--- src/rtl/afld_pkg.sv ---
`timescale 1ns / 1ps

package afld_pkg;

    // opcodes that open a frame
    localparam logic [7:0] OP_CHALLENGE = 8'h00;
    localparam logic [7:0] OP_PROOF     = 8'h01;
    localparam logic [7:0] OP_REALM     = 8'h10;

    // frame kinds as reported on the result side
    localparam logic [1:0] KIND_CHALLENGE = 2'd0;
    localparam logic [1:0] KIND_PROOF     = 2'd1;
    localparam logic [1:0] KIND_REALM     = 2'd2;

    // configuration register indexes
    localparam logic CFG_PROOF_SUCCESS_LEN = 1'b0;
    localparam logic CFG_PROOF_FAILURE_LEN = 1'b1;

    localparam logic [5:0] PROOF_SUCCESS_LEN_RST = 6'd32;
    localparam logic [2:0] PROOF_FAILURE_LEN_RST = 3'd2;
    localparam logic [5:0] PROOF_MIN_LEN         = 6'd2;

    // challenge layout
    localparam logic [16:0] CHAL_STATUS_OFF = 17'd2;
    localparam logic [16:0] CHAL_GLEN_OFF   = 17'd35;
    localparam logic [16:0] CHAL_NLEN_BASE  = 17'd36;
    localparam logic [16:0] CHAL_FLAGS_BASE = 17'd85;
    localparam logic [16:0] CHAL_LEN_BASE   = 17'd86;
    localparam logic [16:0] CHAL_FAIL_LEN   = 17'd3;
    localparam logic [16:0] CHAL_PIN_LEN    = 17'd20;
    localparam logic [16:0] CHAL_MATRIX_LEN = 17'd12;
    localparam logic [16:0] CHAL_TOKEN_LEN  = 17'd1;

    // realm list and proof layout
    localparam logic [16:0] REALM_HDR_LEN   = 17'd3;
    localparam logic [16:0] STATUS_OFF_ONE  = 17'd1;
    localparam logic [16:0] REALM_SIZE_HI   = 17'd2;

    typedef struct packed {
        logic       req_type;
        logic [7:0] in_byte;
    } item_t;

    typedef struct packed {
        logic [7:0]  data_byte;
        logic        frame_first;
        logic        frame_last;
        logic [1:0]  frame_kind;
        logic [16:0] byte_offset;
        logic        halted;
        logic        discarded;
    } result_t;

endpackage

--- src/rtl/afld_in_stage.sv ---
`timescale 1ns / 1ps

module afld_in_stage
(
    input  logic           clk,
    input  logic           rst_n,
    input  logic           in_valid,
    output logic           in_ready,
    input  afld_pkg::item_t in_item,
    output logic           item_valid,
    input  logic           item_take,
    output afld_pkg::item_t item
);
    import afld_pkg::*;

    logic  valid_reg;
    logic  valid_next;
    item_t item_reg;

    // stage may load when empty or when its request moves on this cycle
    assign in_ready   = !valid_reg || item_take;
    assign valid_next = in_valid ? 1'b1 : (valid_reg && !item_take);

    always_ff @(posedge clk or negedge rst_n)
    begin
        if (!rst_n)
        begin
            valid_reg <= 1'b0;
        end
        else if (in_ready)
        begin
            valid_reg <= valid_next;
        end
    end

    // payload register
    always_ff @(posedge clk)
    begin
        if (in_valid && in_ready)
        begin
            item_reg <= in_item;
        end
    end

    assign item_valid = valid_reg;
    assign item       = item_reg;

endmodule

--- src/rtl/afld_framer.sv ---
`timescale 1ns / 1ps

module afld_framer
(
    input  logic              clk,
    input  logic              rst_n,
    input  logic              cfg_we,
    input  logic              cfg_addr,
    input  logic [5:0]        cfg_wdata,
    input  logic              step,
    input  afld_pkg::item_t   item,
    output afld_pkg::result_t result
);
    import afld_pkg::*;

    logic [5:0]  success_len_reg;
    logic [2:0]  failure_len_reg;

    logic        in_frame_reg,      in_frame_next;
    logic        halt_reg,          halt_next;
    logic [1:0]  kind_reg,          kind_next;
    logic [16:0] count_reg,         count_next;
    logic [16:0] frame_len_reg,     frame_len_next;
    logic        success_reg,       success_next;
    logic [7:0]  gen_len_reg,       gen_len_next;
    logic [7:0]  mod_len_reg,       mod_len_next;

    logic        opcode_ok;
    logic        last;
    logic [5:0]  proof_len;
    logic [16:0] chal_len;
    logic [16:0] off;

    // configuration registers
    always_ff @(posedge clk or negedge rst_n)
    begin
        if (!rst_n)
        begin
            success_len_reg <= PROOF_SUCCESS_LEN_RST;
            failure_len_reg <= PROOF_FAILURE_LEN_RST;
        end
        else if (cfg_we)
        begin
            case (cfg_addr)
                CFG_PROOF_SUCCESS_LEN: success_len_reg <= cfg_wdata;
                CFG_PROOF_FAILURE_LEN: failure_len_reg <= cfg_wdata[2:0];
                default:               success_len_reg <= success_len_reg;
            endcase
        end
    end

    // per-byte framing decision
    always_comb
    begin
        in_frame_next  = in_frame_reg;
        halt_next      = halt_reg;
        kind_next      = kind_reg;
        count_next     = count_reg;
        frame_len_next = frame_len_reg;
        success_next   = success_reg;
        gen_len_next   = gen_len_reg;
        mod_len_next   = mod_len_reg;
        opcode_ok      = 1'b1;
        last           = 1'b0;
        proof_len      = '0;
        chal_len       = '0;
        off            = '0;
        result         = '0;

        if (item.req_type)
        begin
            // connection drop clears all framing state, halt included
            result.discarded = in_frame_reg;
            halt_next        = 1'b0;
            in_frame_next    = 1'b0;
            kind_next        = KIND_CHALLENGE;
            count_next       = '0;
            frame_len_next   = '0;
            success_next     = 1'b0;
            gen_len_next     = '0;
            mod_len_next     = '0;
        end
        else
        begin
            result.data_byte = item.in_byte;
            if (halt_reg)
            begin
                result.halted = 1'b1;
            end
            else
            begin
                // opcode decode at frame start
                if (!in_frame_reg)
                begin
                    case (item.in_byte)
                        OP_CHALLENGE: kind_next = KIND_CHALLENGE;
                        OP_PROOF:     kind_next = KIND_PROOF;
                        OP_REALM:     kind_next = KIND_REALM;
                        default:      opcode_ok = 1'b0;
                    endcase
                    if (opcode_ok)
                    begin
                        in_frame_next  = 1'b1;
                        count_next     = '0;
                        frame_len_next = '0;
                        success_next   = 1'b0;
                        gen_len_next   = '0;
                        mod_len_next   = '0;
                        result.frame_first = 1'b1;
                    end
                    else
                    begin
                        halt_next     = 1'b1;
                        result.halted = 1'b1;
                    end
                end

                if (opcode_ok)
                begin
                    off = count_next;
                    // length decision by kind
                    case (kind_next)
                        KIND_CHALLENGE:
                        begin
                            if (off == CHAL_STATUS_OFF)
                            begin
                                if (item.in_byte != 8'd0)
                                begin
                                    frame_len_next = CHAL_FAIL_LEN;
                                end
                                else
                                begin
                                    success_next = 1'b1;
                                end
                            end
                            else if (success_next)
                            begin
                                chal_len = CHAL_LEN_BASE + 17'(gen_len_next)
                                         + 17'(mod_len_next);
                                if (item.in_byte[0]) chal_len = chal_len + CHAL_PIN_LEN;
                                if (item.in_byte[1]) chal_len = chal_len + CHAL_MATRIX_LEN;
                                if (item.in_byte[2]) chal_len = chal_len + CHAL_TOKEN_LEN;
                                if (off == CHAL_GLEN_OFF)
                                begin
                                    gen_len_next = item.in_byte;
                                end
                                else if (off == CHAL_NLEN_BASE + 17'(gen_len_next))
                                begin
                                    mod_len_next = item.in_byte;
                                end
                                else if (off == CHAL_FLAGS_BASE + 17'(gen_len_next)
                                                + 17'(mod_len_next))
                                begin
                                    frame_len_next = chal_len;
                                end
                            end
                        end
                        KIND_PROOF:
                        begin
                            if (off == STATUS_OFF_ONE)
                            begin
                                proof_len = (item.in_byte == 8'd0) ? success_len_reg
                                                                   : 6'(failure_len_reg);
                                if (proof_len < PROOF_MIN_LEN)
                                begin
                                    proof_len = PROOF_MIN_LEN;
                                end
                                frame_len_next = 17'(proof_len);
                            end
                        end
                        default:
                        begin
                            // realm list: little-endian size at offsets 1 and 2
                            if (off == STATUS_OFF_ONE)
                            begin
                                gen_len_next = item.in_byte;
                            end
                            else if (off == REALM_SIZE_HI)
                            begin
                                frame_len_next = REALM_HDR_LEN
                                               + 17'({item.in_byte, gen_len_next});
                            end
                        end
                    endcase

                    last = (frame_len_next != 17'd0)
                        && (({1'b0, off} + 18'd1) == {1'b0, frame_len_next});

                    result.frame_last  = last;
                    result.frame_kind  = kind_next;
                    result.byte_offset = off;

                    if (last)
                    begin
                        in_frame_next  = 1'b0;
                        kind_next      = KIND_CHALLENGE;
                        count_next     = '0;
                        frame_len_next = '0;
                        success_next   = 1'b0;
                        gen_len_next   = '0;
                        mod_len_next   = '0;
                    end
                    else
                    begin
                        count_next = off + 17'd1;
                    end
                end
            end
        end
    end

    // framing state
    always_ff @(posedge clk or negedge rst_n)
    begin
        if (!rst_n)
        begin
            in_frame_reg  <= 1'b0;
            halt_reg      <= 1'b0;
            kind_reg      <= KIND_CHALLENGE;
            count_reg     <= '0;
            frame_len_reg <= '0;
            success_reg   <= 1'b0;
            gen_len_reg   <= '0;
            mod_len_reg   <= '0;
        end
        else if (step)
        begin
            in_frame_reg  <= in_frame_next;
            halt_reg      <= halt_next;
            kind_reg      <= kind_next;
            count_reg     <= count_next;
            frame_len_reg <= frame_len_next;
            success_reg   <= success_next;
            gen_len_reg   <= gen_len_next;
            mod_len_reg   <= mod_len_next;
        end
    end

endmodule

--- src/rtl/afld_out_stage.sv ---
`timescale 1ns / 1ps

module afld_out_stage
(
    input  logic              clk,
    input  logic              rst_n,
    input  logic              res_valid,
    output logic              res_ready,
    input  afld_pkg::result_t res_in,
    output logic              out_valid,
    input  logic              out_ready,
    output afld_pkg::result_t res_out
);
    import afld_pkg::*;

    logic    valid_reg;
    result_t res_reg;

    // loads when empty or when the held request leaves this cycle
    assign res_ready = !valid_reg || out_ready;

    always_ff @(posedge clk or negedge rst_n)
    begin
        if (!rst_n)
        begin
            valid_reg <= 1'b0;
        end
        else if (res_ready)
        begin
            valid_reg <= res_valid;
        end
    end

    // result payload
    always_ff @(posedge clk)
    begin
        if (res_valid && res_ready)
        begin
            res_reg <= res_in;
        end
    end

    assign out_valid = valid_reg;
    assign res_out   = res_reg;

endmodule

--- src/rtl/auth_frame_length_deframer_top.sv ---
// Login-protocol frame deframer.
// The slave channel takes one request per accepted cycle: s_tuser says whether it is a
// received byte (0) or a connection drop (1), s_tdata carries the byte. For every request
// exactly one result leaves on the master channel: the byte, its offset within the
// frame, the frame kind, first/last marks (last on m_tlast), and halt/discard flags.
// Frame length is decided from the opcode and from length fields inside the frame.
// An unknown opcode halts framing until a drop; a drop clears all framing state.
// Throughput is one request per cycle while m_tready stays high. An accepted request
// waits in the input register while the framing logic works on it, and its result is
// then loaded into the result register, which raises m_tvalid.
// The framing counter and length are updated once per request, so the per-byte
// decision is the only loop and is computed combinationally from the framing state.
// When the receiver stalls, the result register holds and the input register keeps
// accepting until it too is full; then s_tready drops. Nothing is lost or repeated.
// Reset clears both registers and all framing state and loads the proof lengths to
// 32 (success) and 2 (failure). cfg_we writes register cfg_addr with cfg_wdata
// (0 success, 1 failure length); users write only while the block is idle (unchecked).
`timescale 1ns / 1ps

module auth_frame_length_deframer_top
(
    input  logic        clk,
    input  logic        rst_n,
    input  logic        cfg_we,
    input  logic        cfg_addr,
    input  logic [5:0]  cfg_wdata,
    input  logic        s_tvalid,
    output logic        s_tready,
    input  logic [7:0]  s_tdata,   // [7:0] in_byte
    input  logic        s_tuser,   // [0] req_type
    output logic        m_tvalid,
    input  logic        m_tready,
    output logic [31:0] m_tdata,   // [7:0] data_byte, [24:8] byte_offset, [31:25] zero
    output logic        m_tlast,   // frame_last
    output logic [4:0]  m_tuser    // [0] frame_first, [2:1] frame_kind, [3] halted,
                                   // [4] discarded
);
    import afld_pkg::*;

    item_t   in_item;
    item_t   item;
    logic    item_valid;
    logic    res_ready;
    result_t res;
    result_t res_out;

    assign in_item.req_type = s_tuser;
    assign in_item.in_byte  = s_tdata;

    // input register
    afld_in_stage u_in_stage
    (
        .clk        (clk),
        .rst_n      (rst_n),
        .in_valid   (s_tvalid),
        .in_ready   (s_tready),
        .in_item    (in_item),
        .item_valid (item_valid),
        .item_take  (res_ready),
        .item       (item)
    );

    // framing state and per-byte decision
    afld_framer u_framer
    (
        .clk       (clk),
        .rst_n     (rst_n),
        .cfg_we    (cfg_we),
        .cfg_addr  (cfg_addr),
        .cfg_wdata (cfg_wdata),
        .step      (item_valid && res_ready),
        .item      (item),
        .result    (res)
    );

    // result register
    afld_out_stage u_out_stage
    (
        .clk       (clk),
        .rst_n     (rst_n),
        .res_valid (item_valid),
        .res_ready (res_ready),
        .res_in    (res),
        .out_valid (m_tvalid),
        .out_ready (m_tready),
        .res_out   (res_out)
    );

    // pack the result
    assign m_tdata = {7'd0, res_out.byte_offset, res_out.data_byte};
    assign m_tlast = res_out.frame_last;
    assign m_tuser = {res_out.discarded, res_out.halted, res_out.frame_kind,
                      res_out.frame_first};

`ifndef SYNTH
    // an opcode byte can never close its own frame
    assert property (@(posedge clk) disable iff (!rst_n)
        m_tvalid && m_tuser[0] |-> !m_tlast)
        else $error("frame first and last on the same byte");

    // a halted or dropped request carries no framing marks
    assert property (@(posedge clk) disable iff (!rst_n)
        m_tvalid && (m_tuser[3] || m_tuser[4]) |-> !m_tlast && !m_tuser[0]
        && (m_tdata[24:8] == 17'd0) && (m_tuser[2:1] == KIND_CHALLENGE))
        else $error("framing marks on an unframed result");

    // kind code stays within the three frame kinds
    assert property (@(posedge clk) disable iff (!rst_n)
        m_tvalid |-> m_tuser[2:1] != 2'b11)
        else $error("invalid frame kind");

    // a drop result is all zero apart from the discard flag
    assert property (@(posedge clk) disable iff (!rst_n)
        m_tvalid && m_tuser[4] |-> (m_tdata == 32'd0) && !m_tuser[3])
        else $error("drop result carries data");
`endif

endmodule

--- config.mk ---
export PLATFORM = sky130hd
export DESIGN_NAME = auth_frame_length_deframer_top
export DESIGN_NICKNAME = d
export VERILOG_FILES = /design/src/rtl/afld_pkg.sv /design/src/rtl/afld_in_stage.sv /design/src/rtl/afld_framer.sv /design/src/rtl/afld_out_stage.sv /design/src/rtl/auth_frame_length_deframer_top.sv
export SDC_FILE = /design/constraint.sdc
export NUM_CORES = 1
export LEC_CHECK = 0
export ABC_CLOCK_PERIOD_IN_PS = 15700
export BUFFER_PORTS_ARGS = -buffer_cell sky130_fd_sc_hd__buf_2
export CAP_MARGIN = 10
export CORE_ASPECT_RATIO = 1.75
export CORE_MARGIN = 1.5
export CORE_UTILIZATION = 45
export CTS_CLUSTER_DIAMETER = 100
export DETAILED_ROUTE_END_ITERATION = 12
export PLACE_DENSITY = 0.66
export RECOVER_POWER = 25
export SLEW_MARGIN = 25
export SYNTH_ARGS = -nofsm -noshare
export SYNTH_HDL_FRONTEND = slang
export SYNTH_SLANG_ARGS = --single-unit
--- constraint.sdc ---
create_clock -name clk -period 15.7 [get_ports clk]
set_input_delay 3.14 -clock clk [delete_from_list [all_inputs] [get_ports clk]]
set_output_delay 3.14 -clock clk [all_outputs]
set_load 0.01 [all_outputs]
======== Yosys cells after proc, flatten, opt, wreduce, memory -nomap -nowiden ========
Index checks and enable logic that the tools add are counted.
operators by class
  add/sub/neg operators ................... 11
  order comparisons ....................... 1
  bitwise logic cells ..................... 2
  eq/ne operators ......................... 10
  mux-type cells .......................... 107
  reductions and logical operators ........ 19
operators with widths
  kind                     number
  $mux W17                 41
  $mux W8                  25
  $add A17 B1 Y17 const B  2
  $add A17 B8 Y17          2
  $eq A17 B17 Y1           2
  $pmux W17 S2             1
  $mux W1                  29
  $add A17 B1 Y18 const B  1
  $add A7 B8 Y9 const A    2
  $eq A18 B17 Y1           1
  $add A17 B4 Y17 const B  1
  $add A17 B5 Y17 const B  1
  $add A2 B16 Y17 const A  1
  $eq A17 B1 Y1 const B    1
  $eq A17 B2 Y1 const B    1
  $eq A17 B6 Y1 const B    1
  $reduce_bool A17 Y1      1
  $pmux W8 S2              1
  $mux W2                  7
  $mux W6                  2
  $add A6 B8 Y9 const A    1
  $reduce_or A3 Y1         3
  $eq A8 B1 Y1 const B     1
  $eq A8 B5 Y1 const B     1
  12 further kinds         21
storage, ports and cells
  input port bits ......................... 21
  word-level logic and storage cells ...... 171
  output and inout bits ................... 40
  bits in registers ....................... 106

======== Logic depth before layout (Yosys ltp) ========
Gate-level depths: netlist (run 1).
  depth after elaboration ................. 45
  gate-level depth with buffers ........... 37
  gate-level depth less buffers ........... 30

======== Cells and area by module ========
A second synthesis (run 1) with hierarchy kept.
unflattened totals
  cells, all modules ...................... 1166
  area total of the unflattened synthesis .. 9424.0 µm²
modules (own cells, without submodules)
  module                          instances  area each (µm²)  cells an instance
  afld_framer                     1          8052.7           1109
  afld_out_stage                  1          984.7            35
  afld_in_stage                   1          324.1            13
  auth_frame_length_deframer_top  1          62.6             9

======== Worst setup path after synthesis (run 1) ========
No wires, ideal clock.
  path kind ............................... register to register
  start ................................... reg u_in_stage.item_reg, in the netlist u_in_stage.item[2]
  end ..................................... reg u_framer.gen_len_reg[5]
  buffers on the path ..................... 7
  stages on the path, launching flop included .. 35
  data required time ...................... 15578 ps
  data arrival time ....................... 8065 ps
  slack ................................... 7513 ps
  clock period less this slack ............ 8187 ps
  cell sequence ........................... edfxtp_1 buf_2 nor4_2 nand3_1 buf_2 clkbuf_1 clkbuf_1 clkbuf_1 and2_1 ha_1 inv_1 ha_1 clkbuf_1 nand2b_1 o21ai_0 o31a_1 nor2_1 ha_1 nand2_1 o31a_1 ha_1 nand2b_1 a2111oi_0 a311oi_1 nor3_1 or4_1 nand4_1 a2111oi_2 or4b_1 a311oi_1 o2111ai_1 nor4_4 nor3_2 buf_4 a32o_1
on the way
  word-level cells in the longest chain between the ends .. 45
RTL lines
  element                                                RTL line                                RTL
  start: declaration                                     afld_in_stage.sv:18                     item_t item_reg;
  start signal: assignment                               afld_in_stage.sv:41                     item_reg <= in_item;
  $eq A8 B1 Y1 (tied with other cells)                   afld_framer.sv:95                       case (item.in_byte)
  $reduce_or A3 Y1 (no line)                             -
  $mux W1                                                afld_framer.sv:95
  $mux W1                                                afld_framer.sv:93                       if (!in_frame_reg)
  $mux W1                                                afld_framer.sv:86                       if (halt_reg)
  $mux W1                                                afld_framer.sv:70                       if (item.req_type)
  $mux W8                                                afld_framer.sv:101                      if (opcode_ok)
  $mux W8                                                afld_framer.sv:93
  (+29 left out)                                         -
  $mux W17                                               afld_framer.sv:86
  $mux W17                                               afld_framer.sv:70
  $eq A18 B17 Y1 or $reduce_bool A17 Y1 (tied branches)  afld_framer.sv:187, afld_framer.sv:186
  $logic_and A1 B1 Y1                                    afld_framer.sv:187                      && (({1'b0, off} + 18'd1) == {1'b0, frame_len_next});
  $mux W8                                                afld_framer.sv:193                      if (last)
  $mux W8 *                                              afld_framer.sv:118                      if (opcode_ok)
  $mux W8 *                                              afld_framer.sv:86
  $mux W8 *                                              afld_framer.sv:70
  end signal: assignment                                 afld_framer.sv:234                      gen_len_reg <= gen_len_next;
  end: declaration                                       afld_framer.sv:25                       logic [7:0] gen_len_reg, gen_len_next;
Every way passes the cells marked *; elsewhere a longest branch is shown, timed or not. The select of a mux whose other input is x is not followed.
A chain may end at the register's enable or synchronous reset.

======== Worst setup path in the final report (run 1) ========
  start ................................... reg u_in_stage.item_reg, in the netlist u_in_stage.item[0]
  end ..................................... reg u_framer.gen_len_reg[7]
Same word-level chain as after synthesis.

==> run metrics, run 1 <==
status finished, violations left; failing checks capacitance limit, slew limit; Seq cells post-synth 106; max-capacitance violation count 3; Non-Filler Instances 1,485; HPWL Detailed 29,500 um; WL final 39,000 um; Die X 114 um; first-pass GRT wire length 58,600 um; Starting Density a little under half; H-Tree Depth 3; synthesized instance count 1,187; Total GRT Usage 35.1%; Filler cells 2,090; worst clock skew 0.0127 ns; post-route minimum period 12.16 ns; Unique masters post-synth around 100; Netlist Area Pre-Place between 0.009 and 0.01 mm^2; Die Y between 150 and 200 um; share of cells above drive strength 1 a little under an eighth; DRC Markers 0; Final Cycle Share 77.4%; Cells after DPL 1,468; Clock Latency Late Sink 0.37 ns; slowest CP cell clkbuf_1; port bufs 53; Req. time, crit path between 15 and 20 ns; WP data arrival 12.41 ns; Hold Violations, Final 0; Worst-Margin Slew 3.25 ns; Hold Crit Class flip-flop to flip-flop; cts hold-fix bufs 0; fin area 0.0105 mm^2; flip-flop and latch area ~0.0029 mm^2; IO Count 61; largest net degree at the start of global routing 70; Crit Reg-Reg Startpoint u_in_stage.item[0]; FFs w/ async S/R, synth 62.3%; WL/cell 26.3 um; number of synthesized flops with an enable pin 40; Routed Antenna Nets 0; Crit. End Element flip-flop; RSZ-0062 raised after global routing false; Core Area 0.0214 mm^2; Fin Setup TNS 0 ns; via/cell ratio ~6.7; Final setup viols 0; die footprint about 0.023 mm^2; CTS-repair resized insts 0; Leakage 4.23 nW; total CTS buffers 9; diodes inserted 0; drt first-iter violations approximately 1,100; Worst path max stage delay 2.30 ns; Slew Limit Fails 149; Pre-antenna DRT Iters 6; Synth Flop Type dfrtp_1; max reg flops 31; min-delay src u_framer.frame_len_reg[15]; num rows between 70 and 80; Synth Area per Inst 8.25 um^2; multi-input logic area 0.00645 mm^2; CTS root buf clkbuf_16; register area share after synthesis 29.2%; GRT Residual Overflow 0; TritonCTS clock tree done; Max IR drop VDD 0.0407 mV; Worst setup SP type flip-flop; number of global-route vias before repair 9,618; maximum clock insertion buffer count 2; area grow syn2layout 7.30%; CTS clock-pin slew for the worst setup and hold paths approximately 0.08 ns; routed vias approximately 10,000; # Post-CTS Setup Buffers 0; Syn. warnings 0; antenna violations before repair 0; clock sinks 106; area of placed instances ~0.01 mm^2; Nets 1,237; P per Cell Area 59.5 mW/mm^2; routability cong. 1.02; Final Power 0.625 mW; Worst path most repeated cell nand2_1; fmax around 82 MHz; Worst Setup SP u_in_stage.item[0]; critical path type flip-flop to flip-flop; CP Max Fanout 69; Slew headroom -116%
-- critical path: cells and delay by family, from the launching register on --
kind	cells	cell delay [ns]
XOR/XNOR	1	0.14
buffers and inverters	4	3.90
multiplexers	1	0.40
flip-flops	1	0.33
adder cells (fa/ha/maj)	2	0.74
AND/OR/NAND/NOR	13	5.02
AO/OA/AOI/OAI	5	1.49
-- synth_stat cells (8+ instances only) --
cell | instances | area (um^2)
nand2b_1 | 18 | 113
a32o_1 | 11 | 110
ha_1 | 27 | 338
mux2_2 | 11 | 124
a211o_1 | 14 | 123
a21oi_1 | 38 | 190
a21o_1 | 15 | 113
edfxtp_1 | 40 | 1200
inv_1 | 41 | 154
nand2_1 | 107 | 402
nand4_1 | 29 | 181
xnor2_1 | 31 | 272
o21ai_0 | 67 | 335
nand3_1 | 44 | 220
o21a_1 | 11 | 82.6
o22ai_1 | 11 | 68.8
a31oi_1 | 20 | 125
and2_1 | 27 | 169
nor2_1 | 99 | 372
or2_2 | 8 | 50.1
a211oi_1 | 17 | 128
and3_1 | 18 | 113
nor2b_1 | 16 | 100
or4_1 | 11 | 82.6
mux2i_1 | 10 | 100
dfrtp_1 | 64 | 1600
nor3_1 | 33 | 165
a311oi_1 | 11 | 96.3
o211ai_1 | 16 | 120
clkbuf_1 | 62 | 233
or3_1 | 9 | 56.3
xor2_1 | 27 | 236
buf_4 | 9 | 67.6
nor4_1 | 18 | 113
a22o_1 | 19 | 166
nand3b_1 | 8 | 60.1
-- where the power goes --
part	switching [mW]	internal [mW]
clock	0.116	0.121
sequential	0.0113	0.300
combinational	0.0510	0.0252
-- area by class of cell --
class,instances,share of cell area [%]
multi-input combinational,960,61.5
sequential,106,27.2
timing repair buffer,69,3.49
tap,292,3.48
clock buffer,10,2.38
inverter,42,1.50
clock inverter,6,0.512
-- metrics by stage --
| stage | utilization, % | hold slack (ns) | setup WS, ns |
|---|---|---|---|
| 6_report | 49.1 | 0.496 | 3.54 |
| 5_1_grt | 49.1 | 0.526 | 3.11 |
| 4_1_cts | 49.1 | 0.488 | 6.45 |
| 3_5_place_dp | 47.7 | 0.472 | 6.49 |
| 3_3_place_gp | 47.6 | 0.465 | 6.84 |
| 2_1_floorplan | - | 0.449 | 7.51 |
-- layout by cell type, fill, tap and decap left out, types with 25 or more instances in the layout --
cell      count
nand4_1      29
inv_1        41
xnor2_1      31
xor2_1       27
nand3_1      44
dfrtp_1      64
nor3_1       33
nor2_1       99
and2_1       25
o21ai_0      67
a21oi_1      38
edfxtp_1     40
ha_1         27
buf_2        53
nand2_1     107
-- path summary, 6_finish.rpt --
| kind | depth (start not counted) | endpoint | slack (ns) |
|---|---|---|---|
| max | 26 | u_framer.gen_len_reg[7] | 3.54 |
| min | 2 | u_framer.frame_len_reg[15] | 0.50 |
| max reg2reg | 26 | u_framer.gen_len_reg[7] | 3.54 |
| min reg2reg | 2 | u_framer.frame_len_reg[15] | 0.50 |
| max in group asynchronous | 3 | u_framer.gen_len_reg[4] | 9.29 |
| min in group asynchronous | 2 | u_framer.frame_len_reg[13] | 3.00 |
-- routing by layer --
metal,wire length (um),track usage [%],up-vias
li1,-,-,4495
met1,13400,36.9,4799
met2,19100,60.0,533
met3,2530,5.51,189
met4,3990,30.6,0
met5,0,0,-
-- kinds of logic after synthesis --
group,synth area share [%]
AND/OR/NAND/NOR,26.9
AO/OA/AOI/OAI,26.5
buffers and inverters,5.37
flip-flops,29.2
XOR/XNOR,5.65
adder cells (fa/ha/maj),3.66
multiplexers,2.67
other,0.0383
Power figures use the tool's default switching activity.
==> run 2: changes to the inputs <==
Settings changed: ABC_AREA set to 1, ABC_CLOCK_PERIOD_IN_PS 15700 to 11100, PLACE_DENSITY 0.66 to 0.68.
Clock period 15.7 ns to 11.1 ns, I/O delays scaled along.
==> run 2 against run 1 <==
Compared with the run above: design area shrank 2.8%; via count shrank 2.7%; hold slack lost 0.0072 ns; critical path depth grew 16; worst setup slack lost 1.1 ns; critical endpoint is now u_framer.count_reg[4]; largest power group unchanged; combinational power grew 31%; die area shrank 2.5%; sequential share of layout area grew 0.80 points; critical path type unchanged; clock power grew 43%; count of clock-buffer cells in the layout shrank 1; global-route usage shrank 4.7 points; the run still ends with capacitance limit, slew limit left; largest cell class unchanged.
==> run metrics, run 2 <==
Worst path max stage delay 0.58 ns; H-Tree Depth 3; Final Util about half; Seq cells post-synth approximately 110; commonest non-fill, non-tap cell in the layout nand2_1; number of global-route vias before repair between 9,000 and 10,000; Nets 1,512; status finished, violations left; max reg flops 31; Synth Flop Type dfrtp_1; Final setup viols 0; Min-Delay Endpoint u_framer.failure_len_reg[2]; Unique masters post-synth 62; CTS clock-pin slew for the worst setup and hold paths 0.08 ns; Worst Setup SP u_in_stage.item[1]; share of cells above drive strength 1 13.1%; Crit Reg-Reg Startpoint u_in_stage.item[1]; most common cell in the netlist nand2_1; num rows 70; Worst path most repeated cell nand2_1; biggest area consumer among synthesized cells dfrtp_1; Synth Area per Inst 6.70 um^2; top cell type's share of synthesized area about 17%; cts hold-fix bufs 0; fmax 115 MHz; Netlist Area Pre-Place 0.00954 mm^2; Worst setup SP type flip-flop; reg2reg path depth 42; diodes inserted 0; drt first-iter violations 680; Pre-antenna DRT Iters 5; CTS root buf clkbuf_16; Slew headroom -165%; WP data arrival 8.95 ns; Cells after DPL 1,704; total CTS buffers 9; top cells by count, synth nand2_1, inv_1, nor2_1, nand3_1, o21ai_0; worst r2r dst u_framer.count_reg[4]; post-route minimum period between 8 and 9 ns; antenna violations before repair 0; Max IR drop VDD 0.0718 mV; Hold Crit Class flip-flop to flip-flop; routability cong. 1.01; Hold Path Cell Cnt 2; Clock Latency Late Sink 0.37 ns; routed vias 9,744; GRT Residual Overflow 0; register area share after synthesis between 20% and 30%; min-delay src u_framer.failure_len_reg[2]; Leakage 5.23 nW; synthesized instance count about 1,400; port bufs 53; largest net degree at the start of global routing 67; WL/cell 19.3 um; most frequent cells in the layout nand2_1, inv_1, nor2_1; Final Cycle Share 78.2%; Die Y 196 um; Filler cells 2,212; Core Area 0.0208 mm^2; Synth area leaders dfrtp_1, nand2_1, edfxtp_1; Total GRT Usage 30.4%; Hold Violations, Final 0; Starting Density 45.8%; Crit. End Element flip-flop; CTS-repair resized insts 0; r2r setup slk 2.42 ns; die footprint 0.0221 mm^2; critical path type flip-flop to flip-flop; area grow syn2layout 6.92%; FFs w/ async S/R, synth between 60% and 70%; Non-Filler Instances 1,720; IO Count 61; Worst-Margin Slew 3.97 ns; number of synthesized flops with an enable pin 40; # Post-CTS Setup Buffers 0; DRC Markers 0; Fin Setup TNS 0 ns; via/cell ratio around 5.7; Slew Limit Fails 67; max-capacitance violation count 1; RSZ-0062 raised after global routing false; CP Max Fanout 42; Die X roughly 110 um; Routed Antenna Nets 0; slowest CP cell edfxtp_1; HPWL Detailed 25,900 um; worst clock skew 0.00808 ns; first-pass GRT wire length between 50,000 and 60,000 um; failing checks capacitance limit, slew limit; Req. time, crit path about 11 ns; Syn. warnings 0; maximum clock insertion buffer count 2; WL final approximately 33,000 um; P per Cell Area 85.9 mW/mm^2; TritonCTS clock tree done; clock sinks 106
run 2: cell count changes in the layout (fill, tap and decap cells not counted), sizes merged, moves of 20 or more:
cell | previous run | this run
inv | 44 | 242
xnor2 | 31 | 5
nand2 | 108 | 424
nor2 | 99 | 158
o22ai | 11 | 43
nand3 | 44 | 124
nor3 | 37 | 17
and2 | 28 | 1
nor4 | 25 | 0
run 2: cell families (layout without fill, tap and decap cells):
kind of cell | Yosys count | count (layout) | synth area share, %
compound gates | 208 | 208 | 14.3
fa+ha+maj | 28 | 28 | 3.75
other cells | 1 | 7 | 0.0393
mux | 3 | 3 | 0.341
buf+inv | 283 | 320 | 12.7
xor+xnor | 41 | 41 | 3.84
simple gates | 755 | 755 | 35.1
flops | 106 | 106 | 29.9
run 2: where the power goes:
part           internal, mW  switching (mW)  total (mW)
registers             0.427          0.0109       0.438
clock network         0.177           0.161       0.338
logic                0.0275          0.0727       0.100
run 2: worst max-delay path: cells and delay by family, from the launching register on:
family / cells / cell delay [ns]
adder cells (fa/ha/maj): 2 / 0.62
flip-flops: 1 / 0.58
AO/OA/AOI/OAI: 4 / 0.73
buffers and inverters: 7 / 1.69
AND/OR/NAND/NOR: 29 / 4.90
run 2: area by class of cell:
type                            instances  area [um^2]  share of cell area, %
Tap cell                              252          315                   3.09
Timing Repair Buffer                   61          315                   3.09
Multi-Input combinational cell       1042         5500                   53.8
Inverter                              243          921                   9.02
Clock inverter                          7         77.6                  0.760
Clock buffer                            9          225                   2.21
Sequential cell                       106         2860                   28.0
run 2: worst max-delay path by stage:
stage                             endpoint  slack, ns  depth (start not counted)
floorplan           u_framer.count_reg[12]       5.40                         48
global placement    u_framer.count_reg[14]       3.44                         42
detailed placement   u_framer.count_reg[9]       3.29                         43
CTS                  u_framer.count_reg[9]       3.22                         43
global route         u_framer.count_reg[4]       1.50                         45
finish               u_framer.count_reg[4]       2.42                         42
run 2: per-stage QoR:
| step | setup slack (ns) | hold slack, ns | total power, mW | area, um^2 |
|---|---|---|---|---|
| 2_1_floorplan | 5.40 | 0.452 | 0.508 | 9570 |
| 3_3_place_gp | 3.44 | 0.473 | 0.545 | 9920 |
| 3_5_place_dp | 3.29 | 0.474 | 0.547 | 9920 |
| 4_1_cts | 3.22 | 0.492 | 0.877 | 10200 |
| 5_1_grt | 1.50 | 0.509 | 0.903 | 10200 |
| 6_report | 2.42 | 0.489 | 0.877 | 10200 |
run 2: layer usage:
layer | vias to the layer above | wire (um) | GRT usage [%]
li1 | 4645 | - | -
met4 | 0 | 3110 | 25.1
met1 | 4535 | 11400 | 30.3
met2 | 406 | 17100 | 55.3
met3 | 158 | 1670 | 3.86
met5 | - | 0 | 0
==> run 3: changes to the inputs <==
Settings changed: ABC_CLOCK_PERIOD_IN_PS 11100 to 7730.
Clock period 11.1 ns to 7.73 ns, I/O delays scaled along.
==> run 3 against run 2 <==
Compared with the run above: the flow still finishes with violations (capacitance limit, slew limit); combinational power up 45%; critical path type unchanged; count of clock-buffer cells in the layout is 5 higher; sequential cell count unchanged.
==> run metrics, run 3 (synthesis gave the netlist of run 2 again) <==
IO Count 61; WL final 33,600 um; Crit Reg-Reg Startpoint u_in_stage.item[0]; share of cells above drive strength 1 13.1%; multi-input logic area 0.00551 mm^2; Nets 1,514; Req. time, crit path 8.01 ns; Crit. End Element flip-flop; Final Cycle Share 91.9%; Filler cells 2,178; Cells after DPL approximately 1,700; worst clock skew 0.0114 ns; fmax 141 MHz; first-pass GRT wire length 52,400 um; WL/cell 19.5 um; RSZ-0062 raised after global routing false; diodes inserted 0; clock sinks 106; CP Max Fanout 34; Pre-antenna DRT Iters 5; antenna violations before repair 0; M2 GR Usage between 50% and 60%; cts hold-fix bufs 0; DRC Markers 0; Die Y around 200 um; Final Util 48.9%; slowest CP cell edfxtp_1; Min-Delay Endpoint u_framer.success_len_reg[0]; worst r2r dst u_framer.count_reg[11]; Final setup viols 0; area grow syn2layout 6.90%; min-delay src u_framer.success_len_reg[0]; Hold Path Cell Cnt 2; Worst-Margin Slew 3.93 ns; via/cell ratio 5.69; max-capacitance violation count 1; max reg flops 31; routed vias 9,801; GRT Residual Overflow 0; Slew headroom -162%; drt first-iter violations 909; TritonCTS clock tree done; H-Tree Depth 3; port bufs 53; most used routing layer met2; post-route minimum period 7.10 ns; total CTS buffers 9; Slew Limit Fails 67; HPWL Detailed 26,200 um; maximum clock insertion buffer count 2; critical path type flip-flop to flip-flop; WP data arrival between 7 and 8 ns; routability cong. around 1.1; number of global-route vias before repair 9,695; Total GRT Usage between 30 and 40%; CTS root buf clkbuf_16; reg2reg path depth 44; # Post-CTS Setup Buffers 0; failing checks capacitance limit, slew limit; CTS clock-pin slew for the worst setup and hold paths 0.08 ns; largest net degree at the start of global routing 67; Max IR drop VDD 0.111 mV; most frequent cells in the layout nand2_1, inv_1, nor2_1; met1 usage between 30 and 40%; status finished, violations left; die footprint 0.0221 mm^2; Hold Violations, Final 0; Worst setup SP type flip-flop; Hold Crit Class flip-flop to flip-flop; Starting Density about 46%; Leakage 5.24 nW; Core Area 0.0208 mm^2; num rows 70; Routed Antenna Nets 0; Worst path max stage delay around 0.60 ns; M3 GR Usage under 10%; Fin Setup TNS 0 ns; Non-Filler Instances 1,722; Die X 113 um; P per Cell Area 119 mW/mm^2; flip-flop and latch area 0.00286 mm^2; Clock Latency Late Sink 0.37 ns; Worst path most repeated cell nand2_1; commonest non-fill, non-tap cell in the layout nand2_1; r2r setup slk ~0.63 ns
run 3: changes by cell type in the layout (fill, tap and decap cells not counted), sizes merged:
cell / previous run / this run
clkbuf: 13 / 20
clkinvlp: 3 / 0
clkinv: 4 / 2
bufinv: 1 / 0
inv: 242 / 243
run 3: report_power, final:
group	internal [mW]	total (mW)	switching [mW]
sequential	0.614	0.630	0.0161
clock	0.221	0.442	0.221
combinational	0.0394	0.145	0.105
total	0.874	1.22	0.343
run 3: cell type report:
class	instances	area share [%]
multi-input cells	1042	54.0
flip-flops and latches	106	28.0
clock inverters	2	0.135
repair buffers	63	3.40
well taps	252	3.09
inverters	243	9.04
clock buffers	14	2.39
run 3: per-layer routing:
metal / vias to the layer above / share of wire (%)
met4: 0 / 9.5
met2: 428 / 51
met5: - / 0
met3: 164 / 5.6
li1: 4651 / -
met1: 4558 / 34
run 3: timing repair:
item,4_1_cts,5_1_grt
endpoints found under the setup margin,0,1
gates resized for setup,0,1
endpoints found under the hold margin,0,0
run 3: per-stage QoR:
step                cell area, um^2  power (mW)  hold slack [ns]  setup WS (ns)
finish                        10200        1.22            0.493          0.628
global route                  10200        1.26            0.527        0.00274
CTS                           10200        1.22            0.494          0.773
detailed placement             9950       0.785            0.476          0.823
global placement               9950       0.783            0.470           1.01
floorplan                      9570       0.730            0.452           2.03
run 3: worst max-delay path, delay by kind of cell, from the launching register on:
kind,cells,cell delay (ns)
fa+ha+maj,2,0.66
compound gates,4,0.69
simple gates,31,4.21
flops,1,0.60
buf+inv,7,0.80
run 3: how the worst max path moves through the flow:
stage,slack (ns),start,end
6_report,0.63,u_in_stage.item[0],u_framer.count_reg[11]
5_1_grt,0.003,u_in_stage.item[0],u_framer.count_reg[4]
4_1_cts,0.77,u_in_stage.item[0],u_framer.count_reg[11]
3_5_place_dp,0.82,u_in_stage.item[0],u_framer.count_reg[11]
3_3_place_gp,1.01,u_in_stage.item[0],u_framer.count_reg[6]
2_1_floorplan,2.03,u_in_stage.item[2],u_framer.count_reg[12]
